==> src/hdl/ecr_fifo.sv <==
// ----------------------------------------------------------------------------
// ecr_fifo
// Small register based first-in first-out queue with full and empty flags.
// ----------------------------------------------------------------------------
`default_nettype none

module ecr_fifo #(
    parameter int WIDTH     = 8,
    parameter int ADDR_BITS = 2
) (
    input  wire logic             clk,
    input  wire logic             rst_n,
    input  wire logic             push,
    input  wire logic [WIDTH-1:0] push_data,
    output logic                  full,
    input  wire logic             pop,
    output logic      [WIDTH-1:0] pop_data,
    output logic                  empty
);

    localparam int DEPTH = 1 << ADDR_BITS;

    logic [WIDTH-1:0]   mem_reg [DEPTH];
    logic [ADDR_BITS:0] wr_ptr_reg;
    logic [ADDR_BITS:0] wr_ptr_next;
    logic [ADDR_BITS:0] rd_ptr_reg;
    logic [ADDR_BITS:0] rd_ptr_next;
    logic               do_push;
    logic               do_pop;

    assign full  = (wr_ptr_reg[ADDR_BITS] != rd_ptr_reg[ADDR_BITS])
                && (wr_ptr_reg[ADDR_BITS-1:0] == rd_ptr_reg[ADDR_BITS-1:0]);
    assign empty = (wr_ptr_reg == rd_ptr_reg);

    assign do_push = push && !full;
    assign do_pop  = pop && !empty;

    assign wr_ptr_next = do_push ? wr_ptr_reg + 1'b1 : wr_ptr_reg;
    assign rd_ptr_next = do_pop ? rd_ptr_reg + 1'b1 : rd_ptr_reg;

    assign pop_data = mem_reg[rd_ptr_reg[ADDR_BITS-1:0]];

    always_ff @(posedge clk or negedge rst_n)
    begin
        if (!rst_n)
        begin
            wr_ptr_reg <= '0;
            rd_ptr_reg <= '0;
        end
        else
        begin
            wr_ptr_reg <= wr_ptr_next;
            rd_ptr_reg <= rd_ptr_next;
        end
    end

    always_ff @(posedge clk)
    begin
        if (do_push)
        begin
            mem_reg[wr_ptr_reg[ADDR_BITS-1:0]] <= push_data;
        end
    end

endmodule

`default_nettype wire

==> config.mk <==
export PLATFORM = sky130hd
export DESIGN_NAME = ecr_fifo
export DESIGN_NICKNAME = d
export VERILOG_FILES = /design/src/hdl/ecr_fifo.sv
export SDC_FILE = /design/constraint.sdc
export NUM_CORES = 1
export LEC_CHECK = 0
export ABC_AREA = 1
export ABC_CLOCK_PERIOD_IN_PS = 2300
export BUFFER_PORTS_ARGS = -buffer_cell sky130_fd_sc_hd__clkbuf_2
export CAP_MARGIN = 40
export CORE_MARGIN = 1
export CORE_UTILIZATION = 40
export CTS_CLUSTER_DIAMETER = 50
export DETAILED_ROUTE_END_ITERATION = 8
export HOLD_SLACK_MARGIN = 0.03
export PLACE_DENSITY_LB_ADDON = 0.1
export SLEW_MARGIN = 20
export SYNTH_ARGS = -nofsm -noshare
export SYNTH_HDL_FRONTEND = slang
export SYNTH_SLANG_ARGS = --single-unit
==> constraint.sdc <==
create_clock -name clk -period 2.3 [get_ports clk]
set_input_delay 0.46 -clock clk [delete_from_list [all_inputs] [get_ports clk]]
set_output_delay 0.46 -clock clk [all_outputs]
set_load 0.1 [all_outputs]
==> summary.md <==
| Metric | Value |
|---|---|
| Status | finished clean |
| Minimum clock period | between 2000 and 2500 ps |
| Met2 GRT Util | 27.04% |
| Crit path max-delay family | buffers and inverters |
| Die H | approximately 66 um |
| Sequential area share after synthesis | around two thirds |
| Worst Reg-to-Reg Cells | 7 |
| Crit-path cells | buf_4 > inv_4 > nor2_1 > o22ai_2 > buf_2 |
| Total number of vias | 1070 |
| Clock transition at path regs | about 70 ps |
| Min-Delay Path Depth | 1 |
| Critical path type | flop to output port |
| Arr. time, crit path | 1720 ps |
| Largest net degree at the start of global routing | 21 |
| Busiest grt layer | met2 |
| Crit path max fanout | 20 |
| Post-synthesis area per instance | approximately 12 um2 |
| Root buffer cell | clkbuf_8 |
| Crit path depth | 5 |
| Final setup vio count | 0 |
| Die area | 4384 um2 |
| Required @ worst endpoint | between 1500 and 2000 ps |
| Worst Skew | 5.812 ps |
| Gpl congestion | 0.6795 |
| Vias/cell | about 4.9 |
| Max-Cap Viols | 0 |
| Slew at the pin closest to its max-slew limit | around 480 ps |
| Met3 Track Usage GR | under 10% |
| Worst-case clock buffer depth | 2 |
| Fmax | ~460 MHz |
| Top-level port count | 22 |
| Final setup TNS | 0 ps |
| HP Class | input port to flop |
| Post-synth cell types | 19 |
| Std cell rows | 22 |
| Slew HR | between 60% and 70% |
| Drt first pass iters | 4 |
| DRT antenna net count | 0 |
| First-pass GRT wire length | 5.181 mm |
| Layout area overhead | 22.84% |
| RSZ-0062 raised after global routing | false |
| Vias in the first global route | around 1000 |
| Part of the cycle the worst path needs | 94.92% |
| DRT iter0 DRCs | 50 |
| Max incr delay on CP | roughly 440 ps |
| Fin. Hold Viols | 0 |
| Crit path max-delay cell type | buf_2 |
| Detailed Route WL | approximately 3.2 mm |
| Max FFs per register | 32 |
| Final net count | 185 |
| TritonCTS clock tree | done |
| Cts bufs inserted | 5 |
| Post-Syn Instances | between 100 and 150 |
| HPWL Detailed | between 2 and 2.5 mm |
| Worst-Skew Late Latency | ~280 ps |
| CTS Sinks | 38 |
| CP Capture Type | output port |
| Core Footprint | around 3800 um2 |
| Buffers on Ports | 21 |
| Max-slew violations | 0 |
| Remaining design rule violation count | 0 |
| Diodes inserted | 0 |
| GRT Overall Usage | approximately 17% |
| Worst Setup Start Kind | flop |
| Post-Syn Nets | 155 |
| Horiz. Die Dim | between 60 and 70 um |
| Synthesized flop and latch total | 38 |
| Met1 usage | about 22% |
| Grt total ovfl | 0 |
| Avg WL per Cell | approximately 15 um |
| Mapped cell area | 1649 um2 |
| Htree depth | 2 |
| Layout cells sized above 1 | just under 30% |
| Buf+Inv Stages, Crit Path | 3 |
| Initial cell density of the core | between 40% and 50% |
| Yosys warning count | 0 |
| Initial antenna violation count | 0 |
final timing paths:
check                                     end  slack, ps     startpoint
worst max-delay path              pop_data[2]        120  rd_ptr_reg[0]
worst min-delay path            mem_reg[3][7]        390   push_data[7]
worst max register to register  mem_reg[3][0]        560  rd_ptr_reg[0]
worst min register to register  wr_ptr_reg[2]        530  wr_ptr_reg[2]
max in group asynchronous       rd_ptr_reg[2]       1590          rst_n
min in group asynchronous       wr_ptr_reg[2]        540          rst_n
cells by family (layout without fill, tap and decap cells):
| family | after synthesis | in the layout | share of synthesized area [%] |
|---|---|---|---|
| buf+inv | 17 | 48 | 4.704 |
| simple gates | 52 | 52 | 14.72 |
| xor+xnor | 2 | 2 | 1.518 |
| flops | 38 | 38 | 67.37 |
| compound gates | 24 | 24 | 7.891 |
| fa+ha+maj | 5 | 5 | 3.794 |
cells in the final DEF, fill, tap and decap left out:
cell           netlist  final
buf_4                0      5
inv_4                1      1
dlygate4sd3_1        0      1
nand3_4              1      1
o21ai_1              2      2
inv_1               12     12
clkbuf_4             0      4
xor2_1               1      1
clkinv_2             0      1
nor2_1              19     19
nand3_2              1      1
ha_1                 5      5
nand2_2              2      2
clkinv_1             0      1
dfrtp_1              6      6
nand2_4              2      2
o22ai_2              0      8
buf_12               0      3
edfxtp_1            32     32
nand3_1              6      6
o21ai_0             14     14
buf_2                3      3
clkbuf_8             0      5
clkbuf_2             0     11
clkinvlp_4           0      1
xnor2_2              1      1
nand2_1             21     21
timing repair:
action / in CTS / in global routing
setup endpoints to repair: 0 / 7
hold buffers: 1 / 0
endpoints found under the hold margin: 6 / 0
gates resized for setup: 0 / 11
buffers inserted: 0 / 0
worst reg2reg max path: cells and delay by family (launching register included):
| family | cells | cell delay (ps) |
|---|---|---|
| buf+inv | 3 | 710 |
| flops | 1 | 320 |
| simple gates | 4 | 370 |
Yosys cell counts, drive strengths merged:
master / n / share of area, %
buf: 4 / 1.6
dfrtp: 6 / 9.1
edfxtp: 32 / 58
ha: 5 / 3.8
inv: 13 / 3.1
nand2: 25 / 6.9
nand3: 8 / 3.5
nor2: 19 / 4.3
o21ai: 16 / 4.9
o22ai: 8 / 3.0
xnor2: 1 / 0.99
xor2: 1 / 0.53
stage by stage:
| stage | std cells | util (%) | hold WS, ps | setup slack [ps] | area, um2 |
|---|---|---|---|---|---|
| 2_1_floorplan | 138 | - | 164.4 | 165.8 | 1699 |
| 3_5_place_dp | 208 | 50.56 | 311.7 | 374.7 | 1921 |
| 6_report | 217 | 53.33 | 387.3 | 116.8 | 2026 |
| 3_3_place_gp | 208 | 50.56 | 304.5 | 371.6 | 1921 |
| 4_1_cts | 217 | 53.06 | 382.4 | 58.88 | 2016 |
| 5_1_grt | 217 | 53.33 | 384.1 | 19.33 | 2026 |
per-layer routing:
metal / routed length (um) / part of all wire [%] / up-vias
met5: 0 / 0 / -
met4: 23 / 0.72 / 0
met3: 145 / 4.5 / 2
met2: 1548 / 48 / 24
met1: 1498 / 47 / 508
li1: - / - / 536
cell type report:
class	instances	area [um2]
clock buffers	5	68.82
clock inverters	3	16.27
fillers	340	1773
inverters	13	51.30
multi-input cells	83	510.5
flip-flops and latches	38	1111
well taps	48	60.06
repair buffers	27	207.7
Power is not shown: default switching activity piles up to over one toggle a cycle in this logic, so the estimate is an artifact.
