===== config.mk =====
export PLATFORM = sky130hd
export DESIGN_NAME = ecr_front
export DESIGN_NICKNAME = d
export VERILOG_FILES = /design/src/hdl/ecr_pkg.sv /design/src/hdl/ecr_front.sv
export SDC_FILE = /design/constraint.sdc
export NUM_CORES = 1
export LEC_CHECK = 0
export BUFFER_PORTS_ARGS = -buffer_cell sky130_fd_sc_hd__buf_2
export CAP_MARGIN = 20
export CORE_MARGIN = 1
export CORE_UTILIZATION = 37
export CTS_CLUSTER_DIAMETER = 30
export DETAILED_ROUTE_END_ITERATION = 8
export GPL_TIMING_DRIVEN = 0
export PLACE_DENSITY = 0.77
export SLEW_MARGIN = 15
export SYNTH_ARGS = -nofsm -noshare
export SYNTH_HDL_FRONTEND = slang
export SYNTH_SLANG_ARGS = --single-unit

===== constraint.sdc =====
create_clock -name clk -period 0.8 [get_ports clk]
set_input_delay 0.12 -clock clk [delete_from_list [all_inputs] [get_ports clk]]
set_output_delay 0.12 -clock clk [all_outputs]
set_load 0.01 [all_outputs]

===== src/hdl/ecr_pkg.sv =====
// ----------------------------------------------------------------------------
// ecr_pkg
// Types and constants shared by the edge coverage recorder modules.
// ----------------------------------------------------------------------------
`default_nettype none

package ecr_pkg;

    localparam int MAP_BITS   = 12;
    localparam int COUNT_BITS = 8;

    typedef logic [MAP_BITS-1:0]   edge_t;
    typedef logic [MAP_BITS-1:0]   slot_t;
    typedef logic [COUNT_BITS-1:0] count_t;

    localparam slot_t  SLOT_NONE = '0;
    localparam slot_t  SLOT_MAX  = '1;
    localparam count_t COUNT_ONE = count_t'(1);

    typedef struct packed {
        edge_t  edge_index;
        slot_t  slot_number;
        logic   first_hit;
        count_t hit_count;
        logic   table_full;
    } result_t;

    typedef enum logic [1:0] {
        BACK_CLEAR,
        BACK_IDLE,
        BACK_LOOK,
        BACK_COUNT
    } back_state_t;

endpackage

`default_nettype wire


===== src/hdl/ecr_front.sv =====
// ----------------------------------------------------------------------------
// ecr_front
// Accepts guard values and forms the edge index from the previous guard.
// ----------------------------------------------------------------------------
`default_nettype none

module ecr_front (
    input  wire logic          clk,
    input  wire logic          rst_n,
    input  wire logic          push,
    input  wire ecr_pkg::edge_t guard_value,
    output logic               full,
    input  wire logic          clearing,
    input  wire logic          q_full,
    output logic               q_push,
    output ecr_pkg::edge_t     q_edge
);

    import ecr_pkg::*;

    edge_t last_guard_reg;
    edge_t last_guard_next;

    assign full   = q_full || clearing;
    assign q_push = push && !full;
    assign q_edge = guard_value ^ last_guard_reg;

    assign last_guard_next = q_push ? (guard_value >> 1) : last_guard_reg;

    always_ff @(posedge clk or negedge rst_n)
    begin
        if (!rst_n)
        begin
            last_guard_reg <= '0;
        end
        else
        begin
            last_guard_reg <= last_guard_next;
        end
    end

endmodule

`default_nettype wire


==> flow_metrics.tcl, run 1 <==
set metrics [dict create \
    clk-insertion-delay-late_ns 0.26 \
    yosysWarnings 0 \
    critical-path-slowest-cell "sky130_fd_sc_hd__dfrtp_1" \
    timing.critical_path.to_type "output port" \
    avgRoutedWirePerCell_um 11.6 \
    first_global_vias 357 \
    final_core_utilization 0.645 \
    finalSetupTns_ns -3.32 \
    critical_path_class "register to output port" \
    finalSetupViolations 22 \
    worst_clock_skew_ns 0 \
    max_buffers_root_to_sink 2 \
    synth_top_family_by_area "multiplexers" \
    path_clk_slew_ns 0.07 \
    grt_util_all_layers 0.154 \
    diodes 0 \
    synth.area.mux_share 0.230 \
    post-place-cells 82 \
    run_status "complete, but fails checks" \
    rsz0062_at_grt "yes" \
    via_count 431 \
    gp_congestion 0.606 \
    power_density_nw_per_um2 2010 \
    final_standard_cell_count_with_taps_included_and_fillers_excluded 94 \
    global_route_wire_length_before_repair_um 1490 \
    multiInputGateArea_um2 275 \
    synth_fp_nets 54 \
    synth_simple_gate_area_frac 0.0464 \
    syn_avg_cell_area_um2 14.6 \
    ir_drop_v 0.00142 \
    min_period_ns 1.09 \
    drt_drc_violations_left 0 \
    die_area_um2 1610 \
    final_critical_path_setup_slack_ns -0.287 \
    timing.slew.headroom 0.825 \
    antenna_violations_before_repair 0 \
    drt_iter0_drc 6 \
    cts_sinks 11 \
    ys_seq_elements 11 \
    grt_start_max_net_pins 12 \
    cp.buffers_inverters 1 \
    chain_of_cells_forming_the_critical_path "xor2_1 -> buf_2" \
    synth.area.top_cells "sky130_fd_sc_hd__dfrtp_1 51%, sky130_fd_sc_hd__mux2_2 23%, sky130_fd_sc_hd__xor2_1 18%, sky130_fd_sc_hd__nor3b_4 3.5%, sky130_fd_sc_hd__buf_6 2.1%" \
    layout_filler_cell_count 110 \
    cpLargestDelayFamily "flip-flops" \
    max-cap-violations 0 \
    drv_slew 0 \
    fp.dieW_um 40.2 \
    worst-slew-pin-transition_ns 0.262 \
    drt_pass1_iterations 2 \
    critPathLaunchType "register" \
    timing.critical_path.fanout_max 2 \
    drt-total-wl_um 1090 \
    worstPathArrival_ns 0.97 \
    leakage_power_of_the_design_nw 0.448 \
    max_stage_delay_ns 0.40 \
    synth_fa_ha_area_frac 0 \
    post_synth_num_cell_types 7 \
    synth.cell_area_um2 539 \
    compound_gate_fraction_of_synth_area 0 \
    area_growth_pct 59.6 \
    io_buffers 30 \
    antenna_left 0 \
    dp.final_hpwl_um 680 \
    sequential_cell_area_um2 275 \
    nNetsFinal 97 \
    yosysTopAreaCell "sky130_fd_sc_hd__dfrtp_1" \
    violated_checks "setup timing" \
    die_h_um 40.2 \
    ys_seq_area_frac 0.510 \
    netlist_instances 37 \
    global_route.overflow_total 0 \
    root_buffer "sky130_fd_sc_hd__clkbuf_4" \
    floorplan.initialDensity 0.404 \
    synthDominantCellAreaShare 0.510 \
    post-layout-total-power_mw 1.73 \
    ios 31 \
    flip_flop_count_of_the_largest_register_all_copies_and_words_added 11 \
    via_per_inst 4.59 \
    synth_xor_area_frac 0.179 \
    fp-row-count 13 \
    floorplan.core_area_um2 1330 \
    critical_path_required_ns 0.68 \
    clock.fmax_mhz 920 \
    drive_above_1_share 0.696 \
    final_worst_path_period_share 1.36 \
    number_of_h_tree_levels 1 \
    finalHoldViolCount 0 \
    min-delay-path-class "input port to register" \
    cts_tree "done" \
    number_of_cts_inserted_buffers 3 \
]
[per-layer routing]
layer  GRT usage  part of all wire
met1       0.150              0.41
met2       0.274              0.50
met3      0.0833             0.089
met4      0.0500                 0
met5           0                 0
[Yosys cell counts, drive strengths merged]
master / instances
buf: 2
dfrtp: 11
mux2: 11
nor3b: 1
or2: 1
xor2: 11
[worst paths after layout]
| path | startpoint | end | slack (ns) | cells past startpoint |
|---|---|---|---|---|
| min | guard_value[11] | last_guard_reg[10] | 0.10 | 2 |
| max | last_guard_reg[1] | q_edge[1] | -0.29 | 2 |
| min in group asynchronous | rst_n | last_guard_reg[8] | 0.26 | 2 |
| max reg2reg | last_guard_reg[2] | last_guard_reg[2] | -0.10 | 2 |
| min reg2reg | last_guard_reg[3] | last_guard_reg[3] | 0.53 | 1 |
| max in group asynchronous | rst_n | last_guard_reg[4] | 0.34 | 2 |
[report_power, final]
part           total (mW)  switching [mW]  leakage [nW]  internal (mW)
combinational       0.618           0.236         0.303          0.382
clock               0.372           0.179        0.0150          0.193
sequential          0.737          0.0750         0.130          0.662
[cell families after synthesis]
group                     after synthesis
buffers and inverters                   2
muxes                                  11
DFF                                    11
xor gates and xnor gates               11
and+or+nand+nor                         2
[what timing repair did]
action,4_1_cts,5_1_grt
cloned,1,0
hold endpoints to repair,11,0
pin swaps,12,1
setup endpoints to repair,21,22
gates resized for setup,11,5
hold buffers,1,0
setup buffers,4,3
[worst reg2reg max path: stages, from the launching register on]
cell and delay (ns):
sky130_fd_sc_hd__dfrtp_1 0.39, sky130_fd_sc_hd__buf_4 0.14, sky130_fd_sc_hd__mux2_4 0.26
[cell type report]
| cell class | instances | share of cell area |
|---|---|---|
| Timing Repair Buffer | 38 | 0.286 |
| Clock buffer | 4 | 0.0305 |
| Buffer | 2 | 0.0218 |
| Multi-Input combinational cell | 24 | 0.320 |
| Tap cell | 15 | 0.0218 |
| Sequential cell | 11 | 0.320 |
[through the flow]
step           area [um^2]  hold WS [ns]  setup WS, ns
5_1_grt                861        0.0906        -0.351
2_1_floorplan          539        -0.176        -0.167
6_report               861         0.102        -0.287
3_5_place_dp           708      0.000607        -0.340
3_3_place_gp           708      0.000340        -0.335
4_1_cts                827        0.0975        -0.289
[cells in the final DEF, fill, tap and decap left out, drive strengths merged]
master,n
dfrtp,11
nor3b,1
xor2,11
buf,39
mux2,11
dlygate4sd3,1
clkbuf,4
or2,1
(Power assumes the default switching activity.)
==> run 2: changes to the inputs <==
--- a/config.mk
+++ b/config.mk
@@ -11,7 +11,6 @@
 export CORE_UTILIZATION = 37
 export CTS_CLUSTER_DIAMETER = 30
 export DETAILED_ROUTE_END_ITERATION = 8
-export GPL_TIMING_DRIVEN = 0
 export PLACE_DENSITY = 0.77
 export SLEW_MARGIN = 15
 export SYNTH_ARGS = -nofsm -noshare
==> constraint.sdc (replaced) <==
create_clock -name clk -period 0.8 [get_ports clk]
set_input_delay 0.12 -clock clk [delete_from_list [all_inputs] [get_ports clk]]
set_output_delay 0.12 -clock clk [all_outputs]
set_load 0.02 [all_outputs]
==> run 2 against run 1 <==
Against the previous run:
- the flow still finishes with violations (setup timing)
- fmax down 0.84%
- final area increased by 20%
- power rose by 25%
- count of clock-buffer cells in the layout stayed put
- die area did not move
- flip-flop and latch count did not move
- hold slack worse by 0.0075 ns
==> flow_metrics.tcl, run 2 (synthesis gave the netlist of run 1 again) <==
set metrics [dict create \
    final_critical_path_setup_slack_ns -0.296 \
    clk-insertion-delay-late_ns 0.27 \
    critical_path_required_ns 0.68 \
    drt-total-wl_um 1140 \
    io_buffers 30 \
    timing.critical_path.to_type "output port" \
    area_growth_pct 92.1 \
    grt_util_all_layers 0.165 \
    preCtsSetupSlack_ns -0.285 \
    finalHoldViolCount 0 \
    max-cap-violations 0 \
    grt_start_max_net_pins 12 \
    number_of_h_tree_levels 1 \
    path_clk_slew_ns 0.06 \
    global_route_wire_length_before_repair_um 1640 \
    floorplan.core_area_um2 1330 \
    dp.final_hpwl_um 788 \
    max_buffers_root_to_sink 2 \
    cts_sinks 11 \
    final_worst_path_period_share 1.37 \
    ir_drop_v 0.00143 \
    rsz0062_at_grt "yes" \
    drive_above_1_share 0.838 \
    flip_flop_count_of_the_largest_register_all_copies_and_words_added 11 \
    diodes 0 \
    violated_checks "setup timing" \
    finalSetupTns_ns -3.92 \
    design_area_um2 1040 \
    comb_power_share 0.470 \
    nNetsFinal 98 \
    final_cell_mix "19 x sky130_fd_sc_hd__buf_6, 16 x sky130_fd_sc_hd__buf_2, 11 x sky130_fd_sc_hd__xor2_2, 11 x sky130_fd_sc_hd__dfrtp_1, 9 x sky130_fd_sc_hd__mux2_4" \
    critical_path_class "register to output port" \
    final_standard_cell_count_with_taps_included_and_fillers_excluded 95 \
    drv_slew 0 \
    drt_iter0_drc 2 \
    avgRoutedWirePerCell_um 12.0 \
    die_area_um2 1610 \
    number_of_cts_inserted_buffers 3 \
    run_status "complete, but fails checks" \
    antenna_violations_before_repair 0 \
    post-layout-total-power_mw 2.17 \
    power_density_nw_per_um2 2090 \
    drt_drc_violations_left 0 \
    p_seq_frac 0.358 \
    worst-slew-pin-transition_ns 0.251 \
    floorplan.initialDensity 0.404 \
    ios 31 \
    layout_commonest_cell "sky130_fd_sc_hd__buf_6" \
    fp-row-count 13 \
    antenna_left 0 \
    drt_pass1_iterations 3 \
    p_sw_mw 0.693 \
    global_route.overflow_total 0 \
    min-delay-path-class "input port to register" \
    timing.critical_path.fanout_max 2 \
    placement.cell_area_um2 821 \
    via_per_inst 4.57 \
    die_h_um 40.2 \
    root_buffer "sky130_fd_sc_hd__clkbuf_4" \
    worst_clock_skew_ns 0 \
    worstPathArrival_ns 0.98 \
    fp.dieW_um 40.2 \
    min_period_ns 1.10 \
    first_global_vias 417 \
    p_int_mw 1.47 \
    post-place-cells 82 \
    critPathLaunchType "register" \
    via_count 434 \
    gp_congestion 0.649 \
    whs_ns 0.0947 \
    cts_tree "done" \
    final_core_utilization 0.777 \
    finalSetupViolations 19 \
    leakage_power_of_the_design_nw 0.497 \
    timing.slew.headroom 0.833 \
    clockPowerShare 0.172 \
    clock.fmax_mhz 912 \
    p_sw_frac 0.320 \
]
==> run 2: routing by layer <==
layer / up-vias / wire length (um) / track usage
met2: 22 / 584 / 0.270
met4: 0 / 27 / 0.100
met5: - / 0 / 0
met1: 208 / 458 / 0.199
met3: 5 / 66 / 0.0333
li1: 199 / - / -
==> run 2: cell type report <==
class / instances / area [um^2]
Clock buffer: 4 / 26.3
Fill cell: 91 / 298
Multi-Input combinational cell: 24 / 362
Sequential cell: 11 / 275
Tap cell: 15 / 18.8
Timing Repair Buffer: 41 / 354
==> run 2: power by group through the flow <==
stage          combinational, mW  sequential (mW)  clock (mW)
2_1_floorplan              0.488            0.771           0
5_1_grt                     1.09            0.791       0.426
4_1_cts                    0.873            0.770       0.383
6_report                    1.02            0.776       0.373
3_5_place_dp               0.698            0.789           0
3_3_place_gp               0.684            0.789           0
==> run 2: final timing paths <==
check	startpoint	end	slack (ns)	depth (start not counted)
max	last_guard_reg[9]	q_edge[9]	-0.30	2
min	guard_value[11]	last_guard_reg[10]	0.09	2
max reg2reg	last_guard_reg[0]	last_guard_reg[0]	-0.11	2
min reg2reg	last_guard_reg[1]	last_guard_reg[1]	0.57	1
max in group asynchronous	rst_n	last_guard_reg[7]	0.33	2
min in group asynchronous	rst_n	last_guard_reg[1]	0.26	2
==> run 2: repair_timing <==
action	in CTS	in global routing
resized for setup	18	13
pin swaps	12	0
endpoints found under the setup margin	19	22
setup buffers	5	4
hold endpoints to repair	11	0
hold buffers	1	0
==> run 2: critical path, cell delays in order (launching register included) <==
cell and delay, ns:
sky130_fd_sc_hd__dfrtp_1 0.42, sky130_fd_sc_hd__xor2_2 0.16, sky130_fd_sc_hd__buf_6 0.13
==> run 3: changes to the inputs <==
--- a/config.mk
+++ b/config.mk
@@ -5,13 +5,13 @@
 export SDC_FILE = /design/constraint.sdc
 export NUM_CORES = 1
 export LEC_CHECK = 0
+export ABC_AREA = 1
 export BUFFER_PORTS_ARGS = -buffer_cell sky130_fd_sc_hd__buf_2
 export CAP_MARGIN = 20
-export CORE_MARGIN = 1
-export CORE_UTILIZATION = 37
+export CORE_UTILIZATION = 41
 export CTS_CLUSTER_DIAMETER = 30
 export DETAILED_ROUTE_END_ITERATION = 8
-export PLACE_DENSITY = 0.77
+export PLACE_DENSITY = 0.8
 export SLEW_MARGIN = 15
 export SYNTH_ARGS = -nofsm -noshare
 export SYNTH_HDL_FRONTEND = slang
==> constraint.sdc (replaced) <==
create_clock -name clk -period 1.18 [get_ports clk]
set_input_delay 0.177 -clock clk [delete_from_list [all_inputs] [get_ports clk]]
set_output_delay 0.177 -clock clk [all_outputs]
set_load 0.02 [all_outputs]
==> run 3 against run 2 <==
Against the previous run:
- the flow now finishes without violations
- flip-flop and latch count unchanged
- clock power fell by 34%
- setup slack better by 0.33 ns
- critical path type unchanged
- largest cell class is now flip-flops and latches
==> flow_metrics.tcl, run 3 <==
set metrics [dict create \
    run_status "finished clean" \
    synth_flop_cell "sky130_fd_sc_hd__dfrtp_1" \
    groute.layer.met2.usage 0.254 \
    synthArstFlopShare 1.00 \
    cts_tree "done" \
    floorplan.core_area_um2 1190 \
    power_density_nw_per_um2 1450 \
    grt_util_met1 0.212 \
    final_core_utilization 0.665 \
    drt_pass1_iterations 4 \
    min-delay-path-class "input port to register" \
    synth.area.top_cells "sky130_fd_sc_hd__dfrtp_1 49%, sky130_fd_sc_hd__xor2_1 17%, sky130_fd_sc_hd__nand2_1 15%, sky130_fd_sc_hd__nand3_1 9.8%, sky130_fd_sc_hd__buf_4 2.7%" \
    grt_start_max_net_pins 13 \
    worst_clock_skew_ns 0 \
    drive_above_1_share 0.398 \
    leakage_power_of_the_design_nw 0.463 \
    via_count 538 \
    synthDominantCellAreaShare 0.491 \
    critPathLaunchType "register" \
    floorplan.initialDensity 0.473 \
    max_buffers_root_to_sink 2 \
    root_buffer "sky130_fd_sc_hd__clkbuf_4" \
    ios 31 \
    whs_ns 0.160 \
    antenna_violations_before_repair 0 \
    cts_sinks 11 \
    timing.critical_path.to_type "output port" \
    area_growth_pct 40.6 \
    final_cell_mix "22 x sky130_fd_sc_hd__nand2_1, 20 x sky130_fd_sc_hd__buf_2, 14 x sky130_fd_sc_hd__buf_4" \
    cpLargestDelayFamily "flip-flops" \
    synth_fp_nets 80 \
    global_route.overflow_total 0 \
    synth_enable_flop_cells 0 \
    gp_congestion 0.696 \
    via_per_inst 4.80 \
    final_critical_path_setup_slack_ns 0.0339 \
    die_area_um2 1520 \
    diodes 0 \
    timing.critical_path.fanout_max 2 \
    final_worst_path_period_share 0.971 \
    critical-path-slowest-cell "sky130_fd_sc_hd__dfrtp_1" \
    clock.fmax_mhz 873 \
    syn_avg_cell_area_um2 8.90 \
    timing.slew.headroom 0.831 \
    finalHoldViolCount 0 \
    post_synth_num_cell_types 10 \
    finalSetupViolations 0 \
    critical_path_class "register to output port" \
    path_clk_slew_ns 0.07 \
    yosysWarnings 0 \
    ys_seq_area_frac 0.491 \
    worst-slew-pin-transition_ns 0.254 \
    busiest_layer "met2" \
    io_buffers 30 \
    die_h_um 39.0 \
    netlist_instances 63 \
    grt_util_all_layers 0.170 \
    critical_path_required_ns 1.00 \
    worstPathArrival_ns 0.97 \
    design_area_um2 788 \
    preCtsSetupSlack_ns 0.217 \
    drt_iter0_drc 7 \
    drt-total-wl_um 1110 \
    number_of_h_tree_levels 1 \
    rsz0062_at_grt "yes" \
    antenna_left 0 \
    fp.dieW_um 39.0 \
    clk-insertion-delay-late_ns 0.26 \
    synth.cell_area_um2 561 \
    dp.final_hpwl_um 830 \
    yosysTopAreaCell "sky130_fd_sc_hd__dfrtp_1" \
    synth_common_cells "22 x sky130_fd_sc_hd__nand2_1, 11 x sky130_fd_sc_hd__dfrtp_1, 11 x sky130_fd_sc_hd__nand3_1, 11 x sky130_fd_sc_hd__xor2_1" \
    global_route_wire_length_before_repair_um 1680 \
    flip_flop_count_of_the_largest_register_all_copies_and_words_added 11 \
    chain_of_cells_forming_the_critical_path "xor2_1 -> buf_4" \
    ys_seq_elements 11 \
    first_global_vias 425 \
    drv_slew 0 \
    max-cap-violations 0 \
    min_period_ns 1.15 \
    avgRoutedWirePerCell_um 9.87 \
    ir_drop_v 0.000814 \
    met3_global_route_usage 0.0347 \
    cp.buffers_inverters 1 \
    max_stage_delay_ns 0.39 \
    yosysMostFrequentCell "sky130_fd_sc_hd__nand2_1" \
    number_of_cts_inserted_buffers 3 \
    placement.cell_area_um2 712 \
    layout_commonest_cell "sky130_fd_sc_hd__nand2_1" \
    drt_drc_violations_left 0 \
    fp-row-count 12 \
    nNetsFinal 116 \
]
==> run 3: cell count changes after synthesis, sizes merged, moves of 2 or more <==
| cell | delta |
|---|---|
| nand2 | +23 |
| mux2 | -11 |
| nand3 | +11 |
| buf | +2 |
| inv | +2 |
==> run 3: routing by layer <==
layer / vias to the layer above / share of wire / routed length [um]
li1: 264 / - / -
met1: 247 / 0.48 / 533
met2: 25 / 0.43 / 476
met3: 2 / 0.069 / 76
met4: 0 / 0.017 / 19
met5: - / 0 / 0
==> run 3: worst reg2reg max path, stage by stage (launching register included) <==
cell and delay (ns):
sky130_fd_sc_hd__dfrtp_1 0.39, sky130_fd_sc_hd__buf_4 0.13, sky130_fd_sc_hd__nand2_1 0.06, sky130_fd_sc_hd__nand2_1 0.04
==> run 3: through the flow <==
step / TNS [ns] / total power, mW / cells
floorplan: 0 / 0.710 / 63
global placement: 0 / 0.837 / 105
detailed placement: 0 / 0.846 / 105
CTS: 0 / 1.10 / 110
global route: -0.0441 / 1.22 / 112
finish: 0 / 1.14 / 112
==> run 3: final timing paths <==
| check | depth (start not counted) | to | slack, ns | startpoint |
|---|---|---|---|---|
| setup / recovery | 2 | q_edge[4] | 0.03 | last_guard_reg[4] |
| hold / removal | 3 | last_guard_reg[10] | 0.16 | guard_value[11] |
| setup reg to reg | 3 | last_guard_reg[0] | 0.46 | last_guard_reg[0] |
| hold reg to reg | 2 | last_guard_reg[5] | 0.49 | last_guard_reg[5] |
| max in group asynchronous | 2 | last_guard_reg[10] | 0.66 | rst_n |
| min in group asynchronous | 2 | last_guard_reg[6] | 0.32 | rst_n |
==> run 3: final cells by class <==
type	instances	area (um^2)
Fill cell	101	398
Sequential cell	11	275
Multi-Input combinational cell	46	246
Timing Repair Buffer	35	215
Clock buffer	4	26.3
Tap cell	14	17.5
Inverter	2	7.51
==> run 3: timing repair <==
item | 4_1_cts | 5_1_grt
gates resized for setup | 1 | 9
pin swaps | 0 | 9
endpoints found under the hold margin | 11 | 0
hold buffers | 1 | 0
setup endpoints to repair | 1 | 10
buffers inserted | 0 | 2
==> run 3: cells by family (layout without fill, tap and decap cells) <==
group,Yosys count,in the layout,synth area share
and+or+nand+nor,35,35,0.268
xor gates and xnor gates,11,11,0.172
DFF,11,11,0.491
buffers and inverters,6,41,0.0692
==> run 3: power by group <==
group | switching [mW] | leakage, nW | internal, mW
registers | 0.0420 | 0.137 | 0.437
logic | 0.227 | 0.311 | 0.189
clock network | 0.117 | 0.0150 | 0.130
total | 0.387 | 0.463 | 0.757
